## src/hw/rtl/dwl_pkg.sv

```systemverilog
// Shared types and codes for the deduplicating waypoint list.
// Used by dwl_cell and dedup_waypoint_list_top; depends on nothing.

package dwl_pkg;

  localparam int COORD_W      = 10;
  localparam int IDX_W        = 4;
  localparam int ACT_W        = 2;
  localparam int STAT_W       = 3;
  localparam int LCNT_W       = 5;
  localparam int MAX_ENTRIES  = 16;
  localparam logic [COORD_W-1:0] COORD_LIMIT = COORD_W'(999);

  // Action codes; code 3 is unused and leaves the list alone.
  localparam logic [ACT_W-1:0] ACT_ADD    = 2'd0;
  localparam logic [ACT_W-1:0] ACT_REMOVE = 2'd1;
  localparam logic [ACT_W-1:0] ACT_READ   = 2'd2;

  localparam logic [STAT_W-1:0] ST_OK      = 3'd0;
  localparam logic [STAT_W-1:0] ST_DUP     = 3'd1;
  localparam logic [STAT_W-1:0] ST_FULL    = 3'd2;
  localparam logic [STAT_W-1:0] ST_RANGE   = 3'd3;
  localparam logic [STAT_W-1:0] ST_MISSING = 3'd4;
  localparam logic [STAT_W-1:0] ST_BAD_IDX = 3'd5;

  // Command held steady by the top level while a token walks the row.
  typedef struct packed {
    logic [ACT_W-1:0]   act;
    logic [COORD_W-1:0] px;
    logic [COORD_W-1:0] py;
    logic [IDX_W-1:0]   idx;
    logic               in_range;
  } cmd_t;

  // Token handed from cell to cell, one cell per cycle.
  typedef struct packed {
    logic               vld;
    logic               found;
    logic [COORD_W-1:0] rx;
    logic [COORD_W-1:0] ry;
  } tok_t;

endpackage

```

## src/hw/rtl/dwl_cell.sv

```systemverilog
// One list slot: holds a point, compares it against the passing token,
// takes its right neighbour's point on a remove. Depends on dwl_pkg.

module dwl_cell #(
  parameter int CNT_W = 5,
  parameter int IDX   = 0
) (
  input  logic                        clk,
  input  logic                        rst_n,
  input  dwl_pkg::cmd_t               cmd_i,
  input  logic [CNT_W-1:0]            count_i,
  input  dwl_pkg::tok_t               tok_i,
  output dwl_pkg::tok_t               tok_o,
  input  logic [dwl_pkg::COORD_W-1:0] right_x_i,
  input  logic [dwl_pkg::COORD_W-1:0] right_y_i,
  input  logic                        pull_i,
  output logic                        pull_o,
  output logic [dwl_pkg::COORD_W-1:0] x_o,
  output logic [dwl_pkg::COORD_W-1:0] y_o
);

  localparam logic [CNT_W-1:0] IDX_C = CNT_W'(IDX);
  localparam bit READABLE = (IDX < (1 << dwl_pkg::IDX_W));

  logic [dwl_pkg::COORD_W-1:0] x_r, y_r, x_nxt, y_nxt;
  logic                        tok_vld_r;
  logic                        found_r;
  logic [dwl_pkg::COORD_W-1:0] rx_r, ry_r;
  logic                        live;
  logic                        hit;
  logic                        rd_hit;
  logic                        wr_en;

  assign live   = IDX_C < count_i;
  assign hit    = tok_i.vld && live && (x_r == cmd_i.px) && (y_r == cmd_i.py);
  assign rd_hit = READABLE && tok_i.vld && live && (cmd_i.act == dwl_pkg::ACT_READ)
                  && (cmd_i.idx == dwl_pkg::IDX_W'(IDX));
  // Append lands in the first free slot; any duplicate sits to the left.
  assign wr_en  = tok_i.vld && (cmd_i.act == dwl_pkg::ACT_ADD) && cmd_i.in_range
                  && !tok_i.found && (IDX_C == count_i);

  // Ask the left neighbour to take this slot once the match lies behind us.
  assign pull_o = tok_i.vld && tok_i.found && (cmd_i.act == dwl_pkg::ACT_REMOVE);

  always_comb begin
    x_nxt = x_r;
    y_nxt = y_r;
    if (pull_i) begin
      x_nxt = right_x_i;
      y_nxt = right_y_i;
    end else if (wr_en) begin
      x_nxt = cmd_i.px;
      y_nxt = cmd_i.py;
    end
  end

  always_ff @(posedge clk) begin
    x_r     <= x_nxt;
    y_r     <= y_nxt;
    found_r <= tok_i.found || hit;
    rx_r    <= rd_hit ? x_r : tok_i.rx;
    ry_r    <= rd_hit ? y_r : tok_i.ry;
  end

  always_ff @(posedge clk) begin
    if (!rst_n) begin
      tok_vld_r <= 1'b0;
    end else begin
      tok_vld_r <= tok_i.vld;
    end
  end

  assign tok_o.vld   = tok_vld_r;
  assign tok_o.found = found_r;
  assign tok_o.rx    = rx_r;
  assign tok_o.ry    = ry_r;
  assign x_o         = x_r;
  assign y_o         = y_r;

endmodule

```

## src/hw/rtl/dedup_waypoint_list_top.sv

```systemverilog
// Top level of the deduplicating waypoint list: command register, cell row
// and result register. Depends on dwl_pkg and dwl_cell.

// Each accepted beat launches a token that walks the row of MAX_ENTRIES
// cells, one cell per cycle; every cell checks its point for a match, serves
// a read, takes an appended point or shifts down on a remove as the token
// passes. One command is handled at a time: a new one is taken only once
// its token has left the row and its result has moved from the result
// register into the output register. The next command is accepted while
// the previous result still waits on out_ready. Slot contents need no
// clearing after reset; only the count and the control flags are reset.

module dedup_waypoint_list_top #(
  parameter int MAX_ENTRIES = dwl_pkg::MAX_ENTRIES
) (
  input  logic                        clk,
  input  logic                        rst_n,
  input  logic                        in_valid,
  output logic                        in_ready,
  input  logic [dwl_pkg::ACT_W-1:0]   in_action,
  input  logic [dwl_pkg::COORD_W-1:0] in_point_x,
  input  logic [dwl_pkg::COORD_W-1:0] in_point_y,
  input  logic [dwl_pkg::IDX_W-1:0]   in_entry_index,
  output logic                        out_valid,
  input  logic                        out_ready,
  output logic [dwl_pkg::STAT_W-1:0]  out_status,
  output logic [dwl_pkg::LCNT_W-1:0]  out_list_count,
  output logic [dwl_pkg::COORD_W-1:0] out_read_x,
  output logic [dwl_pkg::COORD_W-1:0] out_read_y
);

  localparam int CNT_W = $clog2(MAX_ENTRIES + 1);
  localparam int CMP_W = (CNT_W > dwl_pkg::IDX_W) ? CNT_W : dwl_pkg::IDX_W;

  typedef enum logic [1:0] {ST_IDLE, ST_RUN, ST_WAIT} state_t;

  state_t                      state_r, state_nxt;
  dwl_pkg::cmd_t               cmd_r, cmd_nxt;
  logic                        start_r, start_nxt;
  logic [CNT_W-1:0]            count_r, count_nxt;
  logic [dwl_pkg::STAT_W-1:0]  res_status_r, res_status_nxt;
  logic [dwl_pkg::COORD_W-1:0] res_x_r, res_x_nxt, res_y_r, res_y_nxt;
  logic                        out_valid_r, out_valid_nxt;
  logic [dwl_pkg::STAT_W-1:0]  out_status_r, out_status_nxt;
  logic [dwl_pkg::LCNT_W-1:0]  out_count_r, out_count_nxt;
  logic [dwl_pkg::COORD_W-1:0] out_x_r, out_x_nxt, out_y_r, out_y_nxt;

  dwl_pkg::tok_t               tok [MAX_ENTRIES+1];
  logic [dwl_pkg::COORD_W-1:0] cx  [MAX_ENTRIES+1];
  logic [dwl_pkg::COORD_W-1:0] cy  [MAX_ENTRIES+1];
  logic                        pull [MAX_ENTRIES+1];
  logic [MAX_ENTRIES-1:0]      tok_vld_vec;

  dwl_pkg::tok_t               tail;
  logic                        accept;
  logic                        full;
  logic                        idx_ok;

  assign tok[0].vld   = start_r;
  assign tok[0].found = 1'b0;
  assign tok[0].rx    = '0;
  assign tok[0].ry    = '0;
  assign cx[MAX_ENTRIES]   = '0;
  assign cy[MAX_ENTRIES]   = '0;
  assign pull[MAX_ENTRIES] = 1'b0;

  for (genvar i = 0; i < MAX_ENTRIES; i++) begin : g_cell
    dwl_cell #(
      .CNT_W (CNT_W),
      .IDX   (i)
    ) u_cell (
      .clk       (clk),
      .rst_n     (rst_n),
      .cmd_i     (cmd_r),
      .count_i   (count_r),
      .tok_i     (tok[i]),
      .tok_o     (tok[i+1]),
      .right_x_i (cx[i+1]),
      .right_y_i (cy[i+1]),
      .pull_i    (pull[i+1]),
      .pull_o    (pull[i]),
      .x_o       (cx[i]),
      .y_o       (cy[i])
    );
    assign tok_vld_vec[i] = tok[i+1].vld;
  end

  assign tail     = tok[MAX_ENTRIES];
  assign in_ready = (state_r == ST_IDLE);
  assign accept   = in_valid && in_ready;
  assign full     = (count_r == CNT_W'(MAX_ENTRIES));
  assign idx_ok   = CMP_W'(cmd_r.idx) < CMP_W'(count_r);

  always_comb begin
    state_nxt      = state_r;
    cmd_nxt        = cmd_r;
    start_nxt      = 1'b0;
    count_nxt      = count_r;
    res_status_nxt = res_status_r;
    res_x_nxt      = res_x_r;
    res_y_nxt      = res_y_r;
    out_valid_nxt  = out_valid_r && !out_ready;
    out_status_nxt = out_status_r;
    out_count_nxt  = out_count_r;
    out_x_nxt      = out_x_r;
    out_y_nxt      = out_y_r;

    case (state_r)
      ST_IDLE: begin
        if (accept) begin
          cmd_nxt.act      = in_action;
          cmd_nxt.px       = in_point_x;
          cmd_nxt.py       = in_point_y;
          cmd_nxt.idx      = in_entry_index;
          cmd_nxt.in_range = (in_point_x <= dwl_pkg::COORD_LIMIT)
                             && (in_point_y <= dwl_pkg::COORD_LIMIT);
          start_nxt        = 1'b1;
          state_nxt        = ST_RUN;
        end
      end
      ST_RUN: begin
        if (tail.vld) begin
          res_status_nxt = dwl_pkg::ST_OK;
          res_x_nxt      = '0;
          res_y_nxt      = '0;
          case (cmd_r.act)
            dwl_pkg::ACT_ADD: begin
              if (!cmd_r.in_range) begin
                res_status_nxt = dwl_pkg::ST_RANGE;
              end else if (tail.found) begin
                res_status_nxt = dwl_pkg::ST_DUP;
              end else if (full) begin
                res_status_nxt = dwl_pkg::ST_FULL;
              end else begin
                count_nxt = count_r + CNT_W'(1);
              end
            end
            dwl_pkg::ACT_REMOVE: begin
              if (tail.found) begin
                count_nxt = count_r - CNT_W'(1);
              end else begin
                res_status_nxt = dwl_pkg::ST_MISSING;
              end
            end
            dwl_pkg::ACT_READ: begin
              if (idx_ok) begin
                res_x_nxt = tail.rx;
                res_y_nxt = tail.ry;
              end else begin
                res_status_nxt = dwl_pkg::ST_BAD_IDX;
              end
            end
            default: begin
              res_status_nxt = dwl_pkg::ST_OK;
            end
          endcase
          state_nxt = ST_WAIT;
        end
      end
      ST_WAIT: begin
        // Hold the result until the output register is free.
        if (!out_valid_r || out_ready) begin
          out_valid_nxt  = 1'b1;
          out_status_nxt = res_status_r;
          out_count_nxt  = dwl_pkg::LCNT_W'(count_r);
          out_x_nxt      = res_x_r;
          out_y_nxt      = res_y_r;
          state_nxt      = ST_IDLE;
        end
      end
      default: begin
        state_nxt = ST_IDLE;
      end
    endcase
  end

  always_ff @(posedge clk) begin
    if (!rst_n) begin
      state_r     <= ST_IDLE;
      start_r     <= 1'b0;
      count_r     <= '0;
      out_valid_r <= 1'b0;
    end else begin
      state_r     <= state_nxt;
      start_r     <= start_nxt;
      count_r     <= count_nxt;
      out_valid_r <= out_valid_nxt;
    end
    cmd_r        <= cmd_nxt;
    res_status_r <= res_status_nxt;
    res_x_r      <= res_x_nxt;
    res_y_r      <= res_y_nxt;
    out_status_r <= out_status_nxt;
    out_count_r  <= out_count_nxt;
    out_x_r      <= out_x_nxt;
    out_y_r      <= out_y_nxt;
  end

  assign out_valid      = out_valid_r;
  assign out_status     = out_status_r;
  assign out_list_count = out_count_r;
  assign out_read_x     = out_x_r;
  assign out_read_y     = out_y_r;

  a_count_bound: assert property (@(posedge clk) disable iff (!rst_n)
    count_r <= CNT_W'(MAX_ENTRIES))
    else $error("list count above capacity");

  a_one_token: assert property (@(posedge clk) disable iff (!rst_n)
    $onehot0({tok_vld_vec, start_r}))
    else $error("more than one token in the cell row");

  a_tail_in_run: assert property (@(posedge clk) disable iff (!rst_n)
    tail.vld |-> state_r == ST_RUN)
    else $error("token left the row outside a run");

  a_count_step: assert property (@(posedge clk) disable iff (!rst_n)
    count_r != $past(count_r) |-> $past(state_r) == ST_RUN && $past(tail.vld))
    else $error("count changed without a finished token");

  a_out_from_wait: assert property (@(posedge clk) disable iff (!rst_n)
    $rose(out_valid_r) |-> $past(state_r) == ST_WAIT)
    else $error("result raised outside the wait state");

endmodule

```

## config.mk

```make
export PLATFORM = sky130hd
export DESIGN_NAME = dedup_waypoint_list_top
export DESIGN_NICKNAME = d
export VERILOG_FILES = /design/src/hw/rtl/dwl_pkg.sv /design/src/hw/rtl/dwl_cell.sv /design/src/hw/rtl/dedup_waypoint_list_top.sv
export SDC_FILE = /design/constraint.sdc
export NUM_CORES = 1
export LEC_CHECK = 0
export BUFFER_PORTS_ARGS = -buffer_cell sky130_fd_sc_hd__buf_2
export CORE_MARGIN = 3
export CORE_UTILIZATION = 30
export CTS_CLUSTER_SIZE = 40
export DETAILED_ROUTE_END_ITERATION = 7
export SLEW_MARGIN = 20
export SYNTH_ARGS = -nofsm -noshare
export SYNTH_HDL_FRONTEND = slang
export SYNTH_SLANG_ARGS = --single-unit
```

## constraint.sdc

```tcl
create_clock -name clk -period 10 [get_ports clk]
set_input_delay 2 -clock clk [delete_from_list [all_inputs] [get_ports clk]]
set_output_delay 2 -clock clk [all_outputs]
set_load 0.02 [all_outputs]
```

Word-level counts from Yosys, hierarchy flattened --
Index checks and enable logic that the tools add are counted.
Storage, ports and cells: bits in registers 759, word-level logic and storage cells 551, input port bits 30
Operators by class: magnitude comparators 19, eq/ne operators 74, mux-type cells 108, add/subtract/negate cells 2, reduce and logical (&&, ||, !) cells 236
Operators by type and width (number):
- two-way mux 10 bit | 90
- == test 10 bit | 32
- logical AND 1 bit | 176
- == test 4 x 5 -> 1 bit (first input constant) | 8
- < comparator 4 x 5 -> 1 bit (first input constant) | 8
- == test 4 bit (second input constant) | 8
- nonzero test 2 bit | 16
- == test 3 x 5 -> 1 bit (first input constant) | 4
- less-or-equal comparator 10 bit (second input constant) | 2
- < comparator 3 x 5 -> 1 bit (first input constant) | 4
- two-way mux 5 bit | 4
- zero test 1 bit | 17
- == test 4 x 3 -> 1 bit (second input constant) | 4
- logical OR 1 bit | 16
- two-way mux 2 bit | 6
- == test 2 x 5 -> 1 bit (first input constant) | 2
- < comparator 1 x 5 -> 1 bit (first input constant) | 2
- < comparator 2 x 5 -> 1 bit (first input constant) | 2
- one-hot mux 5 bit (2 select lines) | 1
- AND reduction 2 bit | 5
- one-hot mux 3 bit (3 select lines) | 1
- == test 4 x 2 -> 1 bit (second input constant) | 2
- inequality test 2 bit (second input constant) | 4
- AND reduction 7 bit | 1
- 16 further kinds | 24

Longest topological paths before layout --
Gate-level depths: netlist (run 1).
word-level depth 7, gate-level depth with buffers 7, gate-level depth less buffers 6

Cells and area by module --
A second synthesis (run 1) with hierarchy kept.
Unflattened totals: cell total of the unflattened synthesis 2219, area total of the unflattened synthesis 33956.3 sq um
Modules (own cells, without submodules):
- dwl_cell at g_cell[13].u_cell ... | area each 1920.6 sq um, times used 2, seq. area each 1041.0 sq um, cells each 125
- dedup_waypoint_list_top | area each 3384.5 sq um, times used 1, seq. area each 2522.4 sq um, cells each 209
- dwl_cell at g_cell[1].u_cell | area each 1943.1 sq um, times used 1, seq. area each 1041.0 sq um, cells each 126
- dwl_cell at g_cell[10].u_cell | area each 1935.6 sq um, times used 1, seq. area each 1041.0 sq um, cells each 127
- dwl_cell at g_cell[7].u_cell | area each 1935.6 sq um, times used 1, seq. area each 1041.0 sq um, cells each 125
- dwl_cell at g_cell[9].u_cell | area each 1933.1 sq um, times used 1, seq. area each 1041.0 sq um, cells each 126
- dwl_cell at g_cell[2].u_cell | area each 1929.4 sq um, times used 1, seq. area each 1041.0 sq um, cells each 126
- dwl_cell at g_cell[8].u_cell | area each 1928.1 sq um, times used 1, seq. area each 1041.0 sq um, cells each 127
- dwl_cell at g_cell[6].u_cell | area each 1924.3 sq um, times used 1, seq. area each 1041.0 sq um, cells each 124
- dwl_cell at g_cell[5].u_cell | area each 1923.1 sq um, times used 1, seq. area each 1041.0 sq um, cells each 127
- dwl_cell at g_cell[12].u_cell | area each 1921.8 sq um, times used 1, seq. area each 1041.0 sq um, cells each 125
- dwl_cell at g_cell[4].u_cell | area each 1920.6 sq um, times used 1, seq. area each 1041.0 sq um, cells each 126
- dwl_cell at g_cell[11].u_cell | area each 1914.3 sq um, times used 1, seq. area each 1041.0 sq um, cells each 126
- dwl_cell at g_cell[3].u_cell | area each 1851.8 sq um, times used 1, seq. area each 1041.0 sq um, cells each 125
- 2 more rows

Worst setup path after synthesis (run 1) --
Ideal clock, no wire load.
kind input to register, start input port out_ready, end register out_count_r, in the netlist out_list_count[0], enable pin, path slack 6.165 ns, data required time 9.584 ns, cell stages on the path 2, arrival time 3.418 ns, path buffers 0, library setup time 0.416 ns, cells stage by stage nand2b_1 nor2b_1
Between the ends: cells in the longest elaborated chain, start to end 2
Ends and longest elaborated chain:
- from (decl) | RTL line dedup_waypoint_list_top.sv:25 | input logic out_ready,
- logical OR 1 bit | RTL line dedup_waypoint_list_top.sv:162 | if (!out_valid_r || out_ready) begin
- AND reduction 2 bit (no line)
- to (signal assigned) | RTL line dedup_waypoint_list_top.sv:194 | out_count_r <= out_count_nxt;
- to (decl) | RTL line dedup_waypoint_list_top.sv:45 | logic [dwl_pkg::LCNT_W-1:0] out_count_r, out_count_nxt;
No other way between the ends. A chain may end at the register's enable or synchronous reset.

Final worst setup path (run 1) --
start register count_r[4], end register g_cell[13].u_cell.rx_r[1] (netlist name)
Between the ends: cells in the longest elaborated chain, start to end 5
Ends and longest elaborated chain:
- from (decl) | RTL line dedup_waypoint_list_top.sv:40 | logic [CNT_W-1:0] count_r, count_nxt;
- from (signal assigned) | RTL line dedup_waypoint_list_top.sv:186 | count_r <= count_nxt;
- < comparator 4 x 5 -> 1 bit | RTL line dwl_cell.sv:34 | assign live = IDX_C < count_i;
- logical AND 1 bit (2 in a row) | RTL line dwl_cell.sv:36 | assign rd_hit = READABLE && tok_i.vld && live && (cmd_i.act == dwl_pkg::ACT_READ)
- logical AND 1 bit | RTL line dwl_cell.sv:37 | && (cmd_i.idx == dwl_pkg::IDX_W'(IDX));
- two-way mux 10 bit | RTL line dwl_cell.sv:61 | rx_r <= rd_hit ? x_r : tok_i.rx;
- to (signal assigned) | RTL line dwl_cell.sv:61
- to (decl) | RTL line dwl_cell.sv:28 | logic [dwl_pkg::COORD_W-1:0] rx_r, ry_r;
No other way between the ends.

==> run summary, run 1 <==
Top-count cell post-synth: mux2_2
CTS Hold Bufs: 0
Share of the synthesized area in the top cell type: 0.377
Util after Layout: 0.348
Cells after Synth: 2,212
Worst-path clk slew: 0.06 ns
Placed Area: 33,600 µm²
First-pass GRT wire length: 122,000 µm
Sequential-to-total area share from yosys stat: 0.605
Placed cells: 3,543
RSZ-0062 raised after global routing: false
Post-route worst setup slack: 6.48 ns
Worst skew pair latency: 0.63 ns
ANT cells: 0
Worst path arrival time: 4.03 ns
Hold Fails Final Rpt: 0
Layout cells sized above 1: 0.378
Port buffer count: 59
# Post-CTS Setup Buffers: 0
Top cells by area, synth: edfxtp_1 38%, dfxtp_1 23%, mux2_2 21%, xnor2_1 5.6%, xor2_1 3.2%
Core Footprint: 104,000 µm²
Mapped Area: 31,700 µm²
Fin Clk Skew: 0.0155 ns
Max stage delay on crit path: 0.89 ns
Dpl ws: 6.31 ns
Cell variety after synth: 49
CP Max Fanout: 28
Status: completed
Largest net degree at the start of global routing: 33
Die ar.: 110,000 µm²
Die height: 331 µm
CTS tree: yes
Final #Nets: 2,282
Worst setup SP type: register
Ys flop type: edfxtp_1
MaxCap Viol Count: 0
Longest Clk Path Bufs: 3
Initial DRT Pass Iterations: 8
Synth Register Bits: 759
Achievable clock frequency: 284 MHz
Syn Area/Cell: 14.3 µm²
Design area: 36,300 µm²
FP Rows: 118
Multi-input gate area: 11,900 µm²
P_sw: 1.39 mW
Vias: 17,600
CP max-delay cell: nand4_1
Clk pwr share: 0.456
Rel. slew slack: 0.243
H-tree levels: 3
Vias in the first global route: 18,600
Worst hold path type: register to register
Overflow after GRT: 0
Worst-Margin Slew: 1.13 ns
Sw Ratio: 0.214
Initial DRC count: 1,325
Register area: 19,200 µm²
Power density over the cells: 179 nW/µm²
Area leader, netlist: edfxtp_1
Setup_tns: 0 ns
Number of antenna violations at the first check in global routing: 3
DRC errors left: 0
Area delta synth->final: 14.4%
Final Setup Violations: 0
Number of synthesized flops with an enable pin: 398
Clock Sinks: 759
Period minus WS final: 3.52 ns
Comb power frac: 0.037
Critical Path Sink Type: register
Crit-path cells: clkinv_1, o21ai_0, nand4_1, mux2_2
Final Slew Violations: 0
Lkg Pwr: 12.9 nW
Gr usage total: 0.146
Vias/cell: 4.77
CTS buffer count: 76
Fillcell total: 9,983
Post-cts gate resize count: 0
CP Class: register to register
Final ANT Viol Nets: 0
CTS Root Cell: clkbuf_16
Fin crit share: 0.352
Drt wl/cell: 21.9 µm
Post-detail-place hpwl: 53,000 µm
Commonest cells in the netlist: 596 x mux2_2, 398 x edfxtp_1, 361 x dfxtp_1, 204 x xnor2_1, 117 x xor2_1
Asr flop ratio synth: 0
Maximum vdd ir drop: 0.163 mV
Reg power frac: 0.506
CP required: 10.50 ns
IO Pins: 60
Post-Route WL: 80,900 µm
Initial Util: 0.304
Non-Filler Instances: 3,687
Internal: 5.10 mW
Post-synth net total: 2,250
Die Width: 331 µm
GPL Wtd Cong: 0.818
Synthesis Warnings: 0
per-layer routing:
metal / vias to the layer above / GRT usage / routed length (µm)
met5: - / 0 / 13
met4: 2 / 0.0432 / 1920
met3: 128 / 0.0219 / 3870
met2: 487 / 0.233 / 37000
met1: 8892 / 0.206 / 38000
li1: 8068 / - / -
layout make-up:
cell class,instances,share of cell area
sequential,759,0.529
multi-input combinational,1264,0.329
clock buffer,105,0.0613
tap,1380,0.0476
timing repair buffer,110,0.0196
clock inverter,36,0.0103
inverter,33,0.00341
flip-flops by register name (all words and copies together) (netlist names):
name	count
out_valid	1
count_r	5
g_cell.u_cell.y_o	160
cmd_r	27
res_y_r	10
g_cell.u_cell.tok_vld_r	16
g_cell.u_cell.found_r	16
g_cell.u_cell.rx_r	160
out_list_count	5
state_r	2
g_cell.u_cell.ry_r	160
out_read_x	10
res_status_r	3
out_read_y	10
g_cell.u_cell.x_o	160
out_status	3
start_r	1
res_x_r	10
through the flow:
step | hold slack, ns | power [mW]
after global placement | 0.403 | 3.59
after CTS | 0.418 | 6.54
final | 0.415 | 6.49
after floorplan | 0.400 | 3.51
after detailed placement | 0.405 | 3.59
after global routing | 0.424 | 6.68
power groups by stage:
stage,Combinational [mW],Sequential (mW),Clock [mW]
floorplan,0.164,3.35,0
global placement,0.235,3.35,0
detailed placement,0.238,3.35,0
CTS,0.241,3.28,3.02
global route,0.258,3.28,3.14
finish,0.242,3.28,2.96
worst max-delay path, delay by kind of cell (launching register included):
kind | cells | cell delay [ns]
and+or+nand+nor | 1 | 0.89
DFF | 1 | 0.65
AOI/OAI and AO/OA | 1 | 0.39
muxes | 1 | 0.61
buffers and inverters | 1 | 0.85
placed cells by master (no fill, tap or decap), types with 7 or more instances in the layout:
cell type    n
mux2_2     596
edfxtp_1   398
dfxtp_1    361
xnor2_1    204
xor2_1     117
clkbuf_16   79
nand4_1     60
buf_2       59
buf_4       44
nor4_1      40
and2_1      33
inv_1       30
nand2_1     26
nor2_1      25
a211oi_1    22
clkinv_2    17
nand3_1     16
clkbuf_8    15
o21ai_0     12
clkbuf_1    11
nor3_1       9
a31o_2       8
ha_1         8
a41o_1       7
cells by family after synthesis:
| family | Yosys count | share of synthesized area |
|---|---|---|
| flops | 759 | 0.605 |
| mux | 602 | 0.214 |
| xor+xnor | 321 | 0.0887 |
| simple gates | 248 | 0.0441 |
| buf+inv | 189 | 0.0255 |
| compound gates | 85 | 0.0199 |
| fa+ha+maj | 8 | 0.00316 |
path summary, 6_finish.rpt:
check             startpoint                        end  slack (ns)  cells after the start
hold / removal    res_x_r[7]              out_read_x[7]        0.41                      0
setup reg to reg  count_r[4]  g_cell[13].u_cell.rx_r[1]        6.48                      4
setup / recovery  count_r[4]  g_cell[13].u_cell.rx_r[1]        6.48                      4
hold reg to reg   res_x_r[7]              out_read_x[7]        0.41                      0
Power figures use the tool's default switching activity.
==> inputs of run 2 (changes only) <==
==> constraint.sdc (replaced) <==
create_clock -name clk -period 3.5 [get_ports clk]
set_input_delay 0.7 -clock clk [delete_from_list [all_inputs] [get_ports clk]]
set_output_delay 0.7 -clock clk [all_outputs]
set_load 0.02 [all_outputs]
==> run 2 against run 1 <==
Compared with the run above: clock skew rose by 0.0037 ns; critical path depth rose by 2; highest routed layer unchanged; fmax rose by 24%; clock-buffer cell count rose by 8.
==> run summary, run 2 (synthesized netlist as in run 1, its figures left out) <==
Die ar.: 110,000 µm² (unchanged)
GPL Wtd Cong: 0.859 (+5.1%)
IO Pins: 60 (unchanged)
Clk pwr share: 0.459 (+0.003)
Fillcell total: 9,992 (+0.090%)
Power density over the cells: 510 nW/µm² (+190%)
Initial DRC count: 1,375 (+3.8%)
Non-Filler Instances: 3,730 (+1.2%)
Longest Clk Path Bufs: 3 (unchanged)
Initial DRT Pass Iterations: 5 (-3)
Vias in the first global route: 18,400 (-0.90%)
Commonest non-fill, non-tap cell in the layout: mux2_2
Core Footprint: 104,000 µm² (unchanged)
Placed cells: 3,583 (+1.1%)
Hold Fails Final Rpt: 0 (unchanged)
RSZ-0062 raised after global routing: false
Top delay family on crit path: simple AND/OR/NAND/NOR gates
Achievable clock frequency: 352 MHz (+24%)
Maximum vdd ir drop: 0.448 mV (+180%)
Drt wl/cell: 22.4 µm (+2.3%)
Comb power frac: 0.038 (about the same)
Most used cell, CP: nor2_1
Most frequent cells in the layout: 596 x mux2_2, 398 x edfxtp_1, 361 x dfxtp_1
Period minus WS final: 2.84 ns (-0.682 ns)
# Post-CTS Setup Buffers: 0 (unchanged)
Number of antenna violations at the first check in global routing: 2 (-1)
Reg2Reg Setup Slack: 0.66 ns (-5.82 ns)
CP max-delay cell: nor2_1
FP Rows: 118 (unchanged)
First-pass GRT wire length: 124,000 µm (+1.8%)
MaxCap Viol Count: 0 (unchanged)
Max stage delay on crit path: 0.55 ns (-0.34 ns)
Post-Route WL: 83,700 µm (+3.5%)
Overflow after GRT: 0 (unchanged)
Die height: 331 µm (unchanged)
H-tree levels: 3 (unchanged)
P_sw: 4.02 mW (+190%)
DRC errors left: 0 (unchanged)
Post-route worst setup slack: 0.660 ns (-5.82 ns)
Post-detail-place hpwl: 56,200 µm (+5.9%)
Post-cts gate resize count: 0 (unchanged)
Initial Util: 0.304 (unchanged)
Dpl ws: 0.820 ns (-5.49 ns)
Util after Layout: 0.352 (+0.00430)
Vias: 17,700 (+0.90%)
Worst-path clk slew: 0.06 ns (about the same)
CTS buffer count: 78 (+2.6%)
CP Class: register to register
Setup_tns: 0 ns (unchanged)
Placed Area: 34,000 µm² (+1.3%)
Fin Clk Skew: 0.0191 ns (+0.00365 ns)
Worst-Margin Slew: 1.11 ns (-0.0181 ns)
CTS tree: yes
Rel. slew slack: 0.258 (+0.0142)
Final Setup Violations: 0 (unchanged)
Buffers & Inverters on Critical Path: 2 (+1)
Fin crit share: 0.811 (+0.459)
Vias/cell: 4.75 (-0.26%)
Area delta synth->final: 15.8%
CTS Root Cell: clkbuf_16
Fin Hold WS: 0.249 ns (-0.165 ns)
Status: completed
CP Max Fanout: 20 (-29%)
Largest net degree at the start of global routing: 33 (unchanged)
Internal: 14.7 mW (+190%)
Clock Sinks: 759 (unchanged)
CTS Hold Bufs: 0 (unchanged)
Die Width: 331 µm (unchanged)
Overall power: 18.7 mW (+190%)
Worst hold path type: primary input to register
Final #Nets: 2,322 (+1.8%)
Layout cells sized above 1: 0.380 (+0.00192)
Critical Path Sink Type: register
Worst path arrival time: 3.35 ns (-0.68 ns)
Gr usage total: 0.151 (+0.00454)
Design area: 36,700 µm² (+1.2%)
Reg power frac: 0.503 (-0.003)
Worst setup SP type: register
CP required: 4.01 ns (-6.49 ns)
Final Slew Violations: 0 (unchanged)
Port buffer count: 59 (unchanged)
Final ANT Viol Nets: 0 (unchanged)
Worst skew pair latency: 0.63 ns (about the same)
Lkg Pwr: 13.1 nW (+1.9%)
Crit-path cells: clkinv_1, nor2_1, o311ai_0, nor2_1, buf_4, mux2_2
Sw Ratio: 0.215 (+0.00112)
-- run 2: cell type report --
class | instances | area [µm²] | area share
multi-input cells | 1264 | 11900 | 0.325
flip-flops and latches | 759 | 19200 | 0.522
well taps | 1380 | 1730 | 0.0470
diodes | 2 | 5.00 | 0.000136
clock buffers | 113 | 2260 | 0.0614
repair buffers | 148 | 1100 | 0.0298
clock inverters | 31 | 388 | 0.0106
inverters | 33 | 124 | 0.00337
-- run 2: worst paths after layout --
path	startpoint	end	depth (start not counted)
worst max-delay path	count_r[1]	g_cell[10].u_cell.ry_r[1]	6
worst min register to register	res_x_r[1]	out_read_x[1]	0
worst max register to register	count_r[1]	g_cell[10].u_cell.ry_r[1]	6
worst min-delay path	in_point_x[0]	cmd_r[15]	1
-- run 2: layer usage --
metal	wire length, µm	GRT usage	part of all wire	up-vias
met4	2120	0.0502	0.025	2
met5	13	0	0.00016	-
li1	-	-	-	8174
met2	37200	0.232	0.44	524
met1	40000	0.217	0.48	8918
met3	4330	0.0234	0.052	117
-- run 2: worst register-to-register path, stage by stage, from the launching register on --
cell	delay, ns
dfxtp_1	0.43
clkinv_1	0.34
nor2_1	0.55
o311ai_0	0.43
nor2_1	0.23
buf_4	0.33
mux2_2	0.41
-- run 2: power groups by stage --
stage	clock network [mW]	registers, mW	logic (mW)
after floorplan	0	9.57	0.468
after global placement	0	9.61	0.687
final	8.60	9.42	0.709
after detailed placement	0	9.61	0.691
after global routing	9.12	9.41	0.753
after CTS	8.76	9.42	0.700
==> inputs of run 3 (changes only) <==
--- a/config.mk
+++ b/config.mk
@@ -5,6 +5,7 @@
 export SDC_FILE = /design/constraint.sdc
 export NUM_CORES = 1
 export LEC_CHECK = 0
+export ABC_AREA = 1
 export BUFFER_PORTS_ARGS = -buffer_cell sky130_fd_sc_hd__buf_2
 export CORE_MARGIN = 3
 export CORE_UTILIZATION = 30
==> constraint.sdc (replaced) <==
create_clock -name clk -period 2.8 [get_ports clk]
set_input_delay 0.56 -clock clk [delete_from_list [all_inputs] [get_ports clk]]
set_output_delay 0.56 -clock clk [all_outputs]
set_load 0.02 [all_outputs]
==> run 3 against run 2 <==
Compared with the run above: fmax is 15% higher; flip-flop and latch count did not move; sequential power grew 25%; cell count increased by 41%; clock-buffer cell count down 1; setup slack worse by 0.32 ns; critical endpoint is now g_cell[6].u_cell.y_o[0].
==> run summary, run 3 <==
Synth Register Bits: 759 (unchanged)
Fin Hold WS: 0.125 ns (-0.125 ns)
Area leader, netlist: edfxtp_1
DRC errors left: 0 (unchanged)
Die ar.: 113,000 µm² (+2.7%)
CP required: 3.04 ns (-0.97 ns)
Top cells by area, synth: edfxtp_1 37%, dfxtp_1 22%, nand2_1 13%, o21ai_0 4.9%, inv_1 4.8%
Largest net degree at the start of global routing: 42 (+27%)
CTS Hold Bufs: 0 (unchanged)
Most used cell, CP: nand2_1
Synthesis Warnings: 0 (unchanged)
Area delta synth->final: 14.8%
Number of antenna violations at the first check in global routing: 4 (+2)
Longest Clk Path Bufs: 3 (unchanged)
Cells after Synth: 3,728 (+69%)
Post-cts gate resize count: 0 (unchanged)
# Post-CTS Setup Buffers: 0 (unchanged)
Setup_tns: 0 ns (unchanged)
Vias in the first global route: 22,900 (+24%)
Post-synth net total: 3,766 (+67%)
Max stage delay on crit path: 0.86 ns (+0.31 ns)
Asr flop ratio synth: 0 (unchanged)
Overflow after GRT: 0 (unchanged)
Maximum vdd ir drop: 0.369 mV (-18%)
IO Pins: 60 (unchanged)
Mapped Area: 32,600 µm² (+2.7%)
Fin crit share: 0.878 (+0.0669)
Non-Filler Instances: 5,245 (+41%)
Cell variety after synth: 35 (-29%)
Drt wl/cell: 18.9 µm (-16%)
Share of the synthesized area in the top cell type: 0.367 (-0.00992)
Period minus WS final: 2.46 ns (-0.381 ns)
Rel. slew slack: 0.274 (+0.0162)
Post-Route WL: 99,100 µm (+18%)
Clock Sinks: 759 (unchanged)
GPL Wtd Cong: 0.907 (+5.6%)
Top-count cell post-synth: nand2_1
Number of synthesized flops with an enable pin: 398 (unchanged)
Initial DRT Pass Iterations: 6 (+1)
Worst skew pair latency: 0.63 ns (about the same)
Hold Fails Final Rpt: 0 (unchanged)
Die Width: 335 µm (+1.3%)
Final #Nets: 3,812 (+64%)
Sequential-to-total area share from yosys stat: 0.589 (-0.0159)
Die height: 335 µm (+1.3%)
Worst setup SP type: register
Final Slew Violations: 0 (unchanged)
Placed cells: 5,095 (+42%)
Worst-Margin Slew: 1.09 ns (-0.0245 ns)
First-pass GRT wire length: 148,000 µm (+19%)
Fin Clk Skew: 0.0268 ns (+0.00770 ns)
H-tree levels: 3 (unchanged)
Port buffer count: 59 (unchanged)
CTS tree: yes
Layout cells sized above 1: 0.0823 (-0.298)
Util after Layout: 0.348 (-0.00423)
Initial Util: 0.303 (-0.000850)
CP Max Fanout: 20 (unchanged)
Status: completed
CP Class: register to register
Crit-path cells: nor2_1, nand2_1, inv_1, nand2_1, o21ai_2
MaxCap Viol Count: 0 (unchanged)
Core Footprint: 107,000 µm² (+3.0%)
Final ANT Viol Nets: 0 (unchanged)
Most frequent cells in the layout: 1,113 x nand2_1, 416 x inv_1, 398 x edfxtp_1
Post-detail-place hpwl: 69,800 µm (+24%)
Lkg Pwr: 15.7 nW (+19%)
Achievable clock frequency: 407 MHz (+15%)
Final Setup Violations: 0 (unchanged)
RSZ-0062 raised after global routing: false
Initial DRC count: 3,097 (+130%)
Vias/cell: 4.69 (-1.4%)
Gr usage total: 0.174 (+0.0231)
Commonest non-fill, non-tap cell in the layout: nand2_1
Syn Area/Cell: 8.73 µm² (-39%)
CTS buffer count: 80 (+2.6%)
Ys flop type: edfxtp_1
Commonest cells in the netlist: 1,113 x nand2_1, 417 x inv_1, 398 x edfxtp_1, 361 x dfxtp_1, 317 x o21ai_0
Worst path arrival time: 2.70 ns (-0.65 ns)
Critical Path Sink Type: register
FP Rows: 120 (+1.7%)
Worst-path clk slew: 0.06 ns (about the same)
CP max-delay cell: o21ai_2
Vias: 24,600 (+39%)
Power density over the cells: 631 nW/µm² (+24%)
CTS Root Cell: clkbuf_16
Fillcell total: 10,800 (+8.2%)
Worst hold path type: primary input to register
run 3: cell count changes after synthesis, sizes merged, moves of 35 or more:
cell	previous run	this run
nand2	26	1115
mux2	600	0
o21ai	13	561
inv	30	421
nor2	25	268
xnor2	204	72
nand3	22	84
a21oi	6	57
nor4	43	1
buf	75	110
run 3: worst paths after layout:
| check | from | endpoint | slack, ns | cells after the start |
|---|---|---|---|---|
| max | cmd_r[26] | g_cell[6].u_cell.y_o[0] | 0.34 | 5 |
| min | in_point_x[1] | cmd_r[16] | 0.12 | 1 |
| max reg2reg | cmd_r[26] | g_cell[6].u_cell.y_o[0] | 0.34 | 5 |
| min reg2reg | g_cell[9].u_cell.ry_r[7] | g_cell[10].u_cell.ry_r[7] | 0.41 | 2 |
run 3: metrics by stage:
stage	instance area, µm²	total power, mW	worst slack [ns]
detailed placement	34700	13.1	0.337
floorplan	32600	12.6	-0.168
CTS	37400	23.7	0.359
finish	37400	23.6	0.341
global placement	34700	13.1	0.361
global route	37400	24.3	0.161
run 3: cell type report:
cell class,count,area (µm²),area share
antenna,2,5.00,0.000134
clock buffer,112,2360,0.0632
clock inverter,36,307,0.00820
inverter,429,1610,0.0431
multi-input combinational,2343,11100,0.296
sequential,759,19200,0.513
tap,1403,1760,0.0470
timing repair buffer,161,1090,0.0291
run 3: cell families (layout without fill, tap and decap cells):
family / after synthesis / count (layout) / share of synthesized area
compound gates: 634 / 634 / 0.0988
xor+xnor: 196 / 196 / 0.0527
fa+ha+maj: 8 / 8 / 0.00307
buf+inv: 626 / 738 / 0.0758
flops: 759 / 759 / 0.589
other cells: 0 / 2 / 0
simple gates: 1505 / 1505 / 0.181
run 3: critical path: cells and delay by family, from the launching register on:
kind                   cells  cell delay (ns)
flip-flops                 1             0.46
buffers and inverters      1             0.27
AO/OA/AOI/OAI              1             0.86
AND/OR/NAND/NOR            3             0.49
run 3: power by group:
group	switching (mW)	total (mW)	internal (mW)
Clock	4.45	10.7	6.27
Combinational	0.776	1.10	0.320
Sequential	0.0397	11.8	11.7
Total	5.27	23.6	18.3
run 3: metal layers:
metal / GRT usage / vias up / share of wire
met5: 0 / - / 0
met1: 0.249 / 11400 / 0.45
met3: 0.0322 / 149 / 0.087
met2: 0.263 / 1068 / 0.43
li1: - / 12000 / -
met4: 0.0596 / 0 / 0.034
